## src/hdl/ufr_pkg.sv

```systemverilog
// shared constants, codes and types for the frame receiver
`timescale 1ns / 1ps
`default_nettype none

package ufr_pkg;

  localparam int MAX_BODY  = 64;
  localparam int ADDR_W    = (MAX_BODY > 1) ? $clog2(MAX_BODY) : 1;
  localparam int POS_W     = ($clog2(MAX_BODY + 4) > 7) ? $clog2(MAX_BODY + 4) : 7;
  localparam int MIN_BODY  = 4;

  localparam int BYTE_W    = 8;
  localparam int BLEN_W    = 7;
  localparam int RIDX_W    = 6;
  localparam int CFG_IDX_W = 3;
  localparam int IN_DATA_W = 16;
  localparam int OUT_DATA_W = 8;

  // request kinds
  localparam logic REQ_RECEIVE = 1'b0;
  localparam logic REQ_READ    = 1'b1;

  // register indexes
  localparam logic [CFG_IDX_W-1:0] CFG_BODY_LENGTH = 3'd0;
  localparam logic [CFG_IDX_W-1:0] CFG_SYNC_FIRST  = 3'd1;
  localparam logic [CFG_IDX_W-1:0] CFG_SYNC_SECOND = 3'd2;
  localparam logic [CFG_IDX_W-1:0] CFG_ID_CHECK    = 3'd3;
  localparam logic [CFG_IDX_W-1:0] CFG_EXPECTED_ID = 3'd4;

  // register reset values
  localparam logic [BLEN_W-1:0] RESET_BODY_LENGTH = 7'd40;
  localparam logic [BYTE_W-1:0] RESET_SYNC_FIRST  = 8'd181;
  localparam logic [BYTE_W-1:0] RESET_SYNC_SECOND = 8'd98;
  localparam logic              RESET_ID_CHECK    = 1'b1;
  localparam logic [BYTE_W-1:0] RESET_EXPECTED_ID = 8'd18;

  typedef struct packed {
    logic [BLEN_W-1:0] body_length;
    logic [BYTE_W-1:0] sync_first;
    logic [BYTE_W-1:0] sync_second;
    logic              id_check_enable;
    logic [BYTE_W-1:0] expected_id;
  } cfg_t;

  // parser result for one received word
  typedef struct packed {
    logic              wr_en;
    logic [ADDR_W-1:0] wr_addr;
    logic              frame_good;
  } parse_t;

endpackage

`default_nettype wire

```

## src/hdl/ubx_frame_receiver.sv

```systemverilog
// top level of the framed byte stream receiver with body read-back
//
//  channel   dir  handshake                    payload
//  s_axis    in   s_axis_tvalid/s_axis_tready  tdata: rx_byte, read_index; tuser: req_type
//  m_axis    out  m_axis_tvalid/m_axis_tready  tdata: read_data; tuser: frame_good
//  cfg       in   cfg_we                       cfg_index, cfg_data
//
// one word is accepted per cycle while s_axis_tready is high; each word gives one result,
// registered first by the read of the body ram and then by the output register.
// rst is synchronous and clears the receive state, pipeline valids and config registers.
// a stalled output holds its word; input stalls only when both stages are full.
`timescale 1ns / 1ps
`default_nettype none

module ubx_frame_receiver (
  input  wire logic                              clk,
  input  wire logic                              rst,
  input  wire logic                              s_axis_tvalid,
  output logic                                   s_axis_tready,
  input  wire logic [ufr_pkg::IN_DATA_W-1:0]     s_axis_tdata,  // rx_byte, read_index, zero pad
  input  wire logic                              s_axis_tuser,  // req_type
  output logic                                   m_axis_tvalid,
  input  wire logic                              m_axis_tready,
  output logic      [ufr_pkg::OUT_DATA_W-1:0]    m_axis_tdata,  // read_data
  output logic                                   m_axis_tuser,  // frame_good
  input  wire logic                              cfg_we,
  input  wire logic [ufr_pkg::CFG_IDX_W-1:0]     cfg_index,
  input  wire logic [ufr_pkg::BYTE_W-1:0]        cfg_data
);

  localparam int PW = ufr_pkg::POS_W;

  ufr_pkg::cfg_t   cfg;
  ufr_pkg::parse_t parse;

  logic                        accept;
  logic                        out_free;
  logic                        advance;
  logic [ufr_pkg::BYTE_W-1:0]  rx_byte;
  logic [ufr_pkg::RIDX_W-1:0]  read_index;
  logic [PW-1:0]               read_index_ext;
  logic                        rd_in_range;
  logic                        is_read;
  logic                        is_receive;
  logic [ufr_pkg::BYTE_W-1:0]  rd_data;

  // middle stage, lines up with the ram read
  logic valid_p;
  logic read_p;
  logic good_p;

  assign rx_byte        = s_axis_tdata[7:0];
  assign read_index     = s_axis_tdata[13:8];
  assign read_index_ext = PW'(read_index);
  assign rd_in_range    = read_index_ext < PW'(ufr_pkg::MAX_BODY);
  assign is_read        = (s_axis_tuser == ufr_pkg::REQ_READ);
  assign is_receive     = (s_axis_tuser == ufr_pkg::REQ_RECEIVE);

  assign out_free      = !m_axis_tvalid || m_axis_tready;
  assign s_axis_tready = !valid_p || out_free;
  assign accept        = s_axis_tvalid && s_axis_tready;
  assign advance       = valid_p && out_free;

  always_ff @(posedge clk) begin
    if (rst) begin
      cfg.body_length     <= ufr_pkg::RESET_BODY_LENGTH;
      cfg.sync_first      <= ufr_pkg::RESET_SYNC_FIRST;
      cfg.sync_second     <= ufr_pkg::RESET_SYNC_SECOND;
      cfg.id_check_enable <= ufr_pkg::RESET_ID_CHECK;
      cfg.expected_id     <= ufr_pkg::RESET_EXPECTED_ID;
    end else if (cfg_we) begin
      unique case (cfg_index)
        ufr_pkg::CFG_BODY_LENGTH: cfg.body_length     <= cfg_data[ufr_pkg::BLEN_W-1:0];
        ufr_pkg::CFG_SYNC_FIRST:  cfg.sync_first      <= cfg_data;
        ufr_pkg::CFG_SYNC_SECOND: cfg.sync_second     <= cfg_data;
        ufr_pkg::CFG_ID_CHECK:    cfg.id_check_enable <= cfg_data[0];
        ufr_pkg::CFG_EXPECTED_ID: cfg.expected_id     <= cfg_data;
        default: ;
      endcase
    end
  end

  ufr_parser u_parser (
    .clk     (clk),
    .rst     (rst),
    .step    (accept && is_receive),
    .rx_byte (rx_byte),
    .cfg     (cfg),
    .res     (parse)
  );

  ufr_ram #(
    .WIDTH (ufr_pkg::BYTE_W),
    .DEPTH (ufr_pkg::MAX_BODY)
  ) u_body_ram (
    .clk     (clk),
    .wr_en   (parse.wr_en),
    .wr_addr (parse.wr_addr),
    .wr_data (rx_byte),
    .rd_en   (accept && is_read),
    .rd_addr (read_index_ext[ufr_pkg::ADDR_W-1:0]),
    .rd_data (rd_data)
  );

  always_ff @(posedge clk) begin
    if (rst) begin
      valid_p       <= 1'b0;
      m_axis_tvalid <= 1'b0;
    end else begin
      if (accept) begin
        valid_p <= 1'b1;
      end else if (advance) begin
        valid_p <= 1'b0;
      end
      if (advance) begin
        m_axis_tvalid <= 1'b1;
      end else if (m_axis_tready) begin
        m_axis_tvalid <= 1'b0;
      end
    end
    if (accept) begin
      read_p <= is_read && rd_in_range;
      good_p <= parse.frame_good;
    end
    if (advance) begin
      m_axis_tdata <= read_p ? rd_data : '0;
      m_axis_tuser <= good_p;
    end
  end

`ifndef ASSERT_OFF
  // a good frame flag never comes with read data
  assert property (@(posedge clk) disable iff (rst)
    (m_axis_tvalid && m_axis_tuser) |-> (m_axis_tdata == '0))
    else $error("frame_good raised with nonzero read data");

  // input only stalls when both stages are full and the output is blocked
  assert property (@(posedge clk) disable iff (rst)
    !s_axis_tready |-> (valid_p && m_axis_tvalid && !m_axis_tready))
    else $error("input stalled with room in the pipeline");

  // an accepted word always fills the middle stage
  assert property (@(posedge clk) disable iff (rst)
    accept |=> valid_p)
    else $error("accepted word lost before the middle stage");
`endif

endmodule

`default_nettype wire

```

## src/hdl/ufr_ram.sv

```systemverilog
// generic single write port ram with registered read
`timescale 1ns / 1ps
`default_nettype none

module ufr_ram #(
  parameter int WIDTH = 8,
  parameter int DEPTH = 64
) (
  input  wire logic                                   clk,
  input  wire logic                                   wr_en,
  input  wire logic [((DEPTH > 1) ? $clog2(DEPTH) : 1)-1:0] wr_addr,
  input  wire logic [WIDTH-1:0]                       wr_data,
  input  wire logic                                   rd_en,
  input  wire logic [((DEPTH > 1) ? $clog2(DEPTH) : 1)-1:0] rd_addr,
  output logic      [WIDTH-1:0]                       rd_data
);

  logic [WIDTH-1:0] mem [DEPTH];

  always_ff @(posedge clk) begin
    if (wr_en) begin
      mem[wr_addr] <= wr_data;
    end
    if (rd_en) begin
      rd_data <= mem[rd_addr];
    end
  end

endmodule

`default_nettype wire

```

## src/hdl/ufr_parser.sv

```systemverilog
// sync hunt, position tracking and 8-bit fletcher-style checksum (sums modulo 256) for the byte stream
`timescale 1ns / 1ps
`default_nettype none

module ufr_parser (
  input  wire logic                       clk,
  input  wire logic                       rst,
  input  wire logic                       step,
  input  wire logic [ufr_pkg::BYTE_W-1:0] rx_byte,
  input  wire ufr_pkg::cfg_t              cfg,
  output ufr_pkg::parse_t                 res
);

  localparam int PW = ufr_pkg::POS_W;
  localparam logic [PW-1:0] MIN_LEN = PW'(ufr_pkg::MIN_BODY);
  localparam logic [PW-1:0] MAX_LEN = PW'(ufr_pkg::MAX_BODY);
  localparam logic [PW-1:0] POS_ONE = PW'(1);
  localparam logic [PW-1:0] POS_TWO = PW'(2);
  localparam logic [PW-1:0] POS_THREE = PW'(3);

  logic [PW-1:0]              pos, pos_next;
  logic [ufr_pkg::BYTE_W-1:0] sum_a, sum_a_next;
  logic [ufr_pkg::BYTE_W-1:0] sum_b, sum_b_next;

  logic [PW-1:0]              len_raw, len;
  logic [PW-1:0]              body_idx;
  logic                       in_body;
  logic [ufr_pkg::BYTE_W-1:0] add_a, add_b;

  always_comb begin
    len_raw = PW'(cfg.body_length);
    if (len_raw < MIN_LEN) begin
      len = MIN_LEN;
    end else if (len_raw > MAX_LEN) begin
      len = MAX_LEN;
    end else begin
      len = len_raw;
    end
  end

  assign body_idx = pos - POS_TWO;
  assign in_body  = (pos >= POS_TWO) && (body_idx < len);
  assign add_a    = sum_a + rx_byte;
  assign add_b    = sum_b + add_a;

  always_comb begin
    pos_next       = pos;
    sum_a_next     = sum_a;
    sum_b_next     = sum_b;
    res.wr_en      = 1'b0;
    res.wr_addr    = body_idx[ufr_pkg::ADDR_W-1:0];
    res.frame_good = 1'b0;
    if (step) begin
      if (pos == '0) begin
        pos_next = (rx_byte == cfg.sync_first) ? POS_ONE : '0;
      end else if (pos == POS_ONE) begin
        if (rx_byte == cfg.sync_second) begin
          pos_next   = POS_TWO;
          sum_a_next = '0;
          sum_b_next = '0;
        end else begin
          pos_next = '0;
        end
      end else if (in_body) begin
        res.wr_en  = 1'b1;
        sum_a_next = add_a;
        sum_b_next = add_b;
        // wrong message id restarts the hunt
        if (body_idx == POS_ONE && cfg.id_check_enable && rx_byte != cfg.expected_id) begin
          pos_next = '0;
        end else begin
          pos_next = pos + POS_ONE;
        end
      end else if (pos == len + POS_TWO) begin
        pos_next = (rx_byte == sum_a) ? pos + POS_ONE : '0;
      end else begin
        pos_next       = '0;
        res.frame_good = (pos == len + POS_THREE) && (rx_byte == sum_b);
      end
    end
  end

  always_ff @(posedge clk) begin
    if (rst) begin
      pos   <= '0;
      sum_a <= '0;
      sum_b <= '0;
    end else begin
      pos   <= pos_next;
      sum_a <= sum_a_next;
      sum_b <= sum_b_next;
    end
  end

endmodule

`default_nettype wire
```

## config.mk

```make
export PLATFORM = sky130hd
export DESIGN_NAME = ubx_frame_receiver
export DESIGN_NICKNAME = d
export VERILOG_FILES = /design/src/hdl/ufr_pkg.sv /design/src/hdl/ubx_frame_receiver.sv /design/src/hdl/ufr_ram.sv /design/src/hdl/ufr_parser.sv
export SDC_FILE = /design/constraint.sdc
export NUM_CORES = 1
export LEC_CHECK = 0
export ABC_CLOCK_PERIOD_IN_PS = 11900
export BUFFER_PORTS_ARGS = -buffer_cell sky130_fd_sc_hd__buf_2
export CAP_MARGIN = 30
export CORE_MARGIN = 3
export CORE_UTILIZATION = 60
export CTS_CLUSTER_DIAMETER = 50
export DETAILED_ROUTE_END_ITERATION = 8
export GPL_TIMING_DRIVEN = 0
export PLACE_DENSITY = 0.77
export SLEW_MARGIN = 15
export SYNTH_ARGS = -nofsm -noshare
export SYNTH_HDL_FRONTEND = slang
export SYNTH_HIERARCHICAL = 1
export SYNTH_SLANG_ARGS = --single-unit
```

## constraint.sdc

```tcl
create_clock -name clk -period 11.9 [get_ports clk]
set_clock_uncertainty 0.05 [all_clocks]
set_input_delay 1.785 -clock clk [delete_from_list [all_inputs] [get_ports clk]]
set_output_delay 1.785 -clock clk [all_outputs]
set_load 0.02 [all_outputs]
```

==> results.cfg <==
[die]
die_x_microns = 208.9
core_sq_mm = 0.04019
die-height_microns = 208.9
die-area_sq_mm = 0.04365
io_pins = 44
rows = 73
start_util_pct = 61.49

[routing]
drc = 0
maxUsedRoutingLayer = met4
wl_mm = 58.64
route.antenna.remaining_nets = 0
drt_first_pass_iters = 5
wl_met2_mm = 28.67
vias_per_cell = 6.514
wire_per_inst_microns = 27.82
vias = 13731
dr.first_iter.drc_count = 1711
wl_met1_mm = 22.09
wl_met3_mm = 5.684

[synth]
yosysWarningCount = 6
ys_ff_latch = 588
syn_avg_cell_area_sq_um = 17.24
synth_top_area_share_pct = 64.53
yosys.area.top_type = edfxtp_1
synth_seq_area_share_pct = 69.15
async_flop_share_pct = 0
syn_area_sq_mm = 0.02471
synth_cell_types = 70
synth_ff_type = edfxtp_1
postSynthCellCount = 1433
synthTopCellsByArea = edfxtp_1 65%, mux4_2 11%, dfxtp_1 4.6%
synth-edff-count = 531
syn_nets = 1498

[worst_setup_path]
cp_top_family = simple AND/OR/NAND/NOR gates
crit_required_ps = 12070
reg2regPathDepth = 12
crit_fanout = 16
crit_path_end_kind = flip-flop
path_buf_inv = 2
cp_common_cell = nor3b_1
crit_type = in -> reg
cp.depth = 8
arrival_ps = 5880
slowest_stage = nor2_1
worstPathCellList = buf_2, nand3b_1, nor3b_1, o31ai_1, nor3b_1, clkbuf_1, nand4_1, nor2_1
critPathMaxStageDelay_ps = 930
cp-start-kind = primary input

[clock_tree]
path_clk_slew_ps = 60
cts_resized = 0
cts_hold_buf = 0
cts_tree = yes
clk_latency_ps = 610
postCtsSetupBuffers = 0
cts-root-buf = clkbuf_16
cts-htree-levels = 2
cts_buffers = 56
clock_sinks = 588
clockBufferDepth = 3

[place]
port-buffer-count = 37
dp_slack_ps = 5789
place_hpwl_mm = 38.62
gp_congestion = 0.9040

[timing]
setup_violations = 0
max_slew_margin_pct = 25.18
hold_viol = 0
maxSlewViolCount = 0
period_needed_ps = 5711
worst_slack_ps = 6189
fin_tns_setup_ps = 0
tightest_slew_ps = 1094
clock.fmax_mhz = 175.1
fin_crit_sh_pct = 47.99
rsz0062_at_grt = false

[finish]
nNetsFinal = 1603
final_cell_mix = 531 x edfxtp_1, 138 x nor2_1, 126 x mux4_2
final_common_cell = edfxtp_1
area_delta_synth_final_pct = 11.26
fillCellCount = 2548
drive_above_1_share_pct = 20.42

[grt]
grt_pass1_wl_mm = 87.35
grt_pass1_vias = 13913
antenna_found_initial = 2
grt_overflow = 0
grtUsageTotal_pct = 27.01
grt_max_degree = 71

[power]
ir_drop_mv = 0.1140
p_leak_nw = 8.984
power_density_mw_per_mm2 = 153.2

[status]
status = finished clean

[worst_hold_path]
hold_path_class = reg -> reg
hold_depth = 0

[flow_run]
max_cap_viol_count = 0
## worst paths after layout
path                           startpoint                               to  slack, ps
max reg2reg  u_parser/pos[1]$_SDFFE_PP0P_  u_body_ram/mem[47][7]$_DFFE_PP_       6300
min reg2reg              good_p$_DFFE_PP_           m_axis_tuser$_DFFE_PP_        380
min                      good_p$_DFFE_PP_           m_axis_tuser$_DFFE_PP_        380
max                         m_axis_tready  u_body_ram/mem[47][7]$_DFFE_PP_       6190
## cell usage after synthesis (all sizes together) (4+ instances only)
| library cell | instances |
|---|---|
| mux4 | 126 |
| o2111ai | 4 |
| nor2 | 138 |
| and3 | 4 |
| buf | 45 |
| o221ai | 8 |
| edfxtp | 531 |
| nor3 | 15 |
| a31oi | 4 |
| clkbuf | 32 |
| a21o | 5 |
| nand3 | 21 |
| and2 | 12 |
| o21ai | 11 |
| a211oi | 7 |
| a221oi | 6 |
| inv | 21 |
| nor4 | 6 |
| nand4b | 4 |
| nand2b | 41 |
| nor2b | 20 |
| o41ai | 5 |
| xnor2 | 40 |
| mux2 | 14 |
| nand2 | 35 |
| ha | 30 |
| a22oi | 17 |
| a21oi | 22 |
| nand3b | 5 |
| mux2i | 56 |
| nand4 | 12 |
| xor2 | 19 |
| dfxtp | 57 |
| o22ai | 10 |
| o211ai | 4 |
## sequential cells by signal, indices dropped and copies added (netlist names)
register / count
u_parser/sum_b: 8
m_axis_tuser: 1
m_axis_tvalid: 1
u_body_ram/mem: 512
good_p: 1
cfg: 32
u_body_ram/rd_data: 8
u_parser/sum_a: 8
read_p: 1
u_parser/pos: 7
m_axis_tdata: 8
valid_p: 1
## layer usage
| metal | global-route usage (%) | up-vias |
|---|---|---|
| li1 | - | 5887 |
| met1 | 36.65 | 6973 |
| met2 | 44.34 | 727 |
| met3 | 5.780 | 144 |
| met4 | 9.145 | 0 |
| met5 | 0 | - |
## power by group
| part | total (mW) | internal (mW) | switching, mW |
|---|---|---|---|
| Sequential | 2.26 | 2.26 | 0.00367 |
| Clock | 1.72 | 0.992 | 0.733 |
| Combinational | 0.227 | 0.0863 | 0.141 |
| Total | 4.21 | 3.33 | 0.878 |
## worst reg2reg max path: stages, from the launching register on
cell and delay (ps):
dfxtp_1 380, clkbuf_1 340, inv_1 210, ha_1 310, xor2_1 250, ha_1 270
o21ai_0 80, a21oi_1 70, o31ai_1 410, nor3b_1 450, clkbuf_1 690, nand4_1 770
nor2_1 940
## logic make-up after synthesis
| family | share of synthesized area [%] |
|---|---|
| xor+xnor | 2.091 |
| mux | 14.39 |
| buf+inv | 2.127 |
| compound gates | 3.864 |
| fa+ha+maj | 1.681 |
| simple gates | 6.699 |
| flops | 69.15 |
## area by class of cell
| type | count | area, sq um | area share [%] |
|---|---|---|---|
| Antenna cell | 1 | 2.502 | 0.009102 |
| Buffer | 77 | 446.7 | 1.625 |
| Clock buffer | 66 | 1439 | 5.234 |
| Clock inverter | 36 | 344.1 | 1.252 |
| Inverter | 21 | 78.83 | 0.2867 |
| Multi-Input combinational cell | 747 | 7108 | 25.86 |
| Sequential cell | 588 | 17090 | 62.15 |
| Tap cell | 525 | 656.9 | 2.389 |
| Timing Repair Buffer | 47 | 329.1 | 1.197 |
## stage by stage
stage	utilization, %	power [mW]	std cells	area (sq um)	hold slack, ps
after global placement	63.58	2.519	1995	25550	354.2
after CTS	68.38	4.237	2106	27480	382.3
final	68.41	4.211	2108	27490	379.8
after floorplan	-	2.431	1433	24710	350.3
after detailed placement	63.94	2.527	2004	25700	367.6
after global routing	68.40	4.328	2107	27490	390.0
No activity file was read; power rests on OpenSTA's default activity.
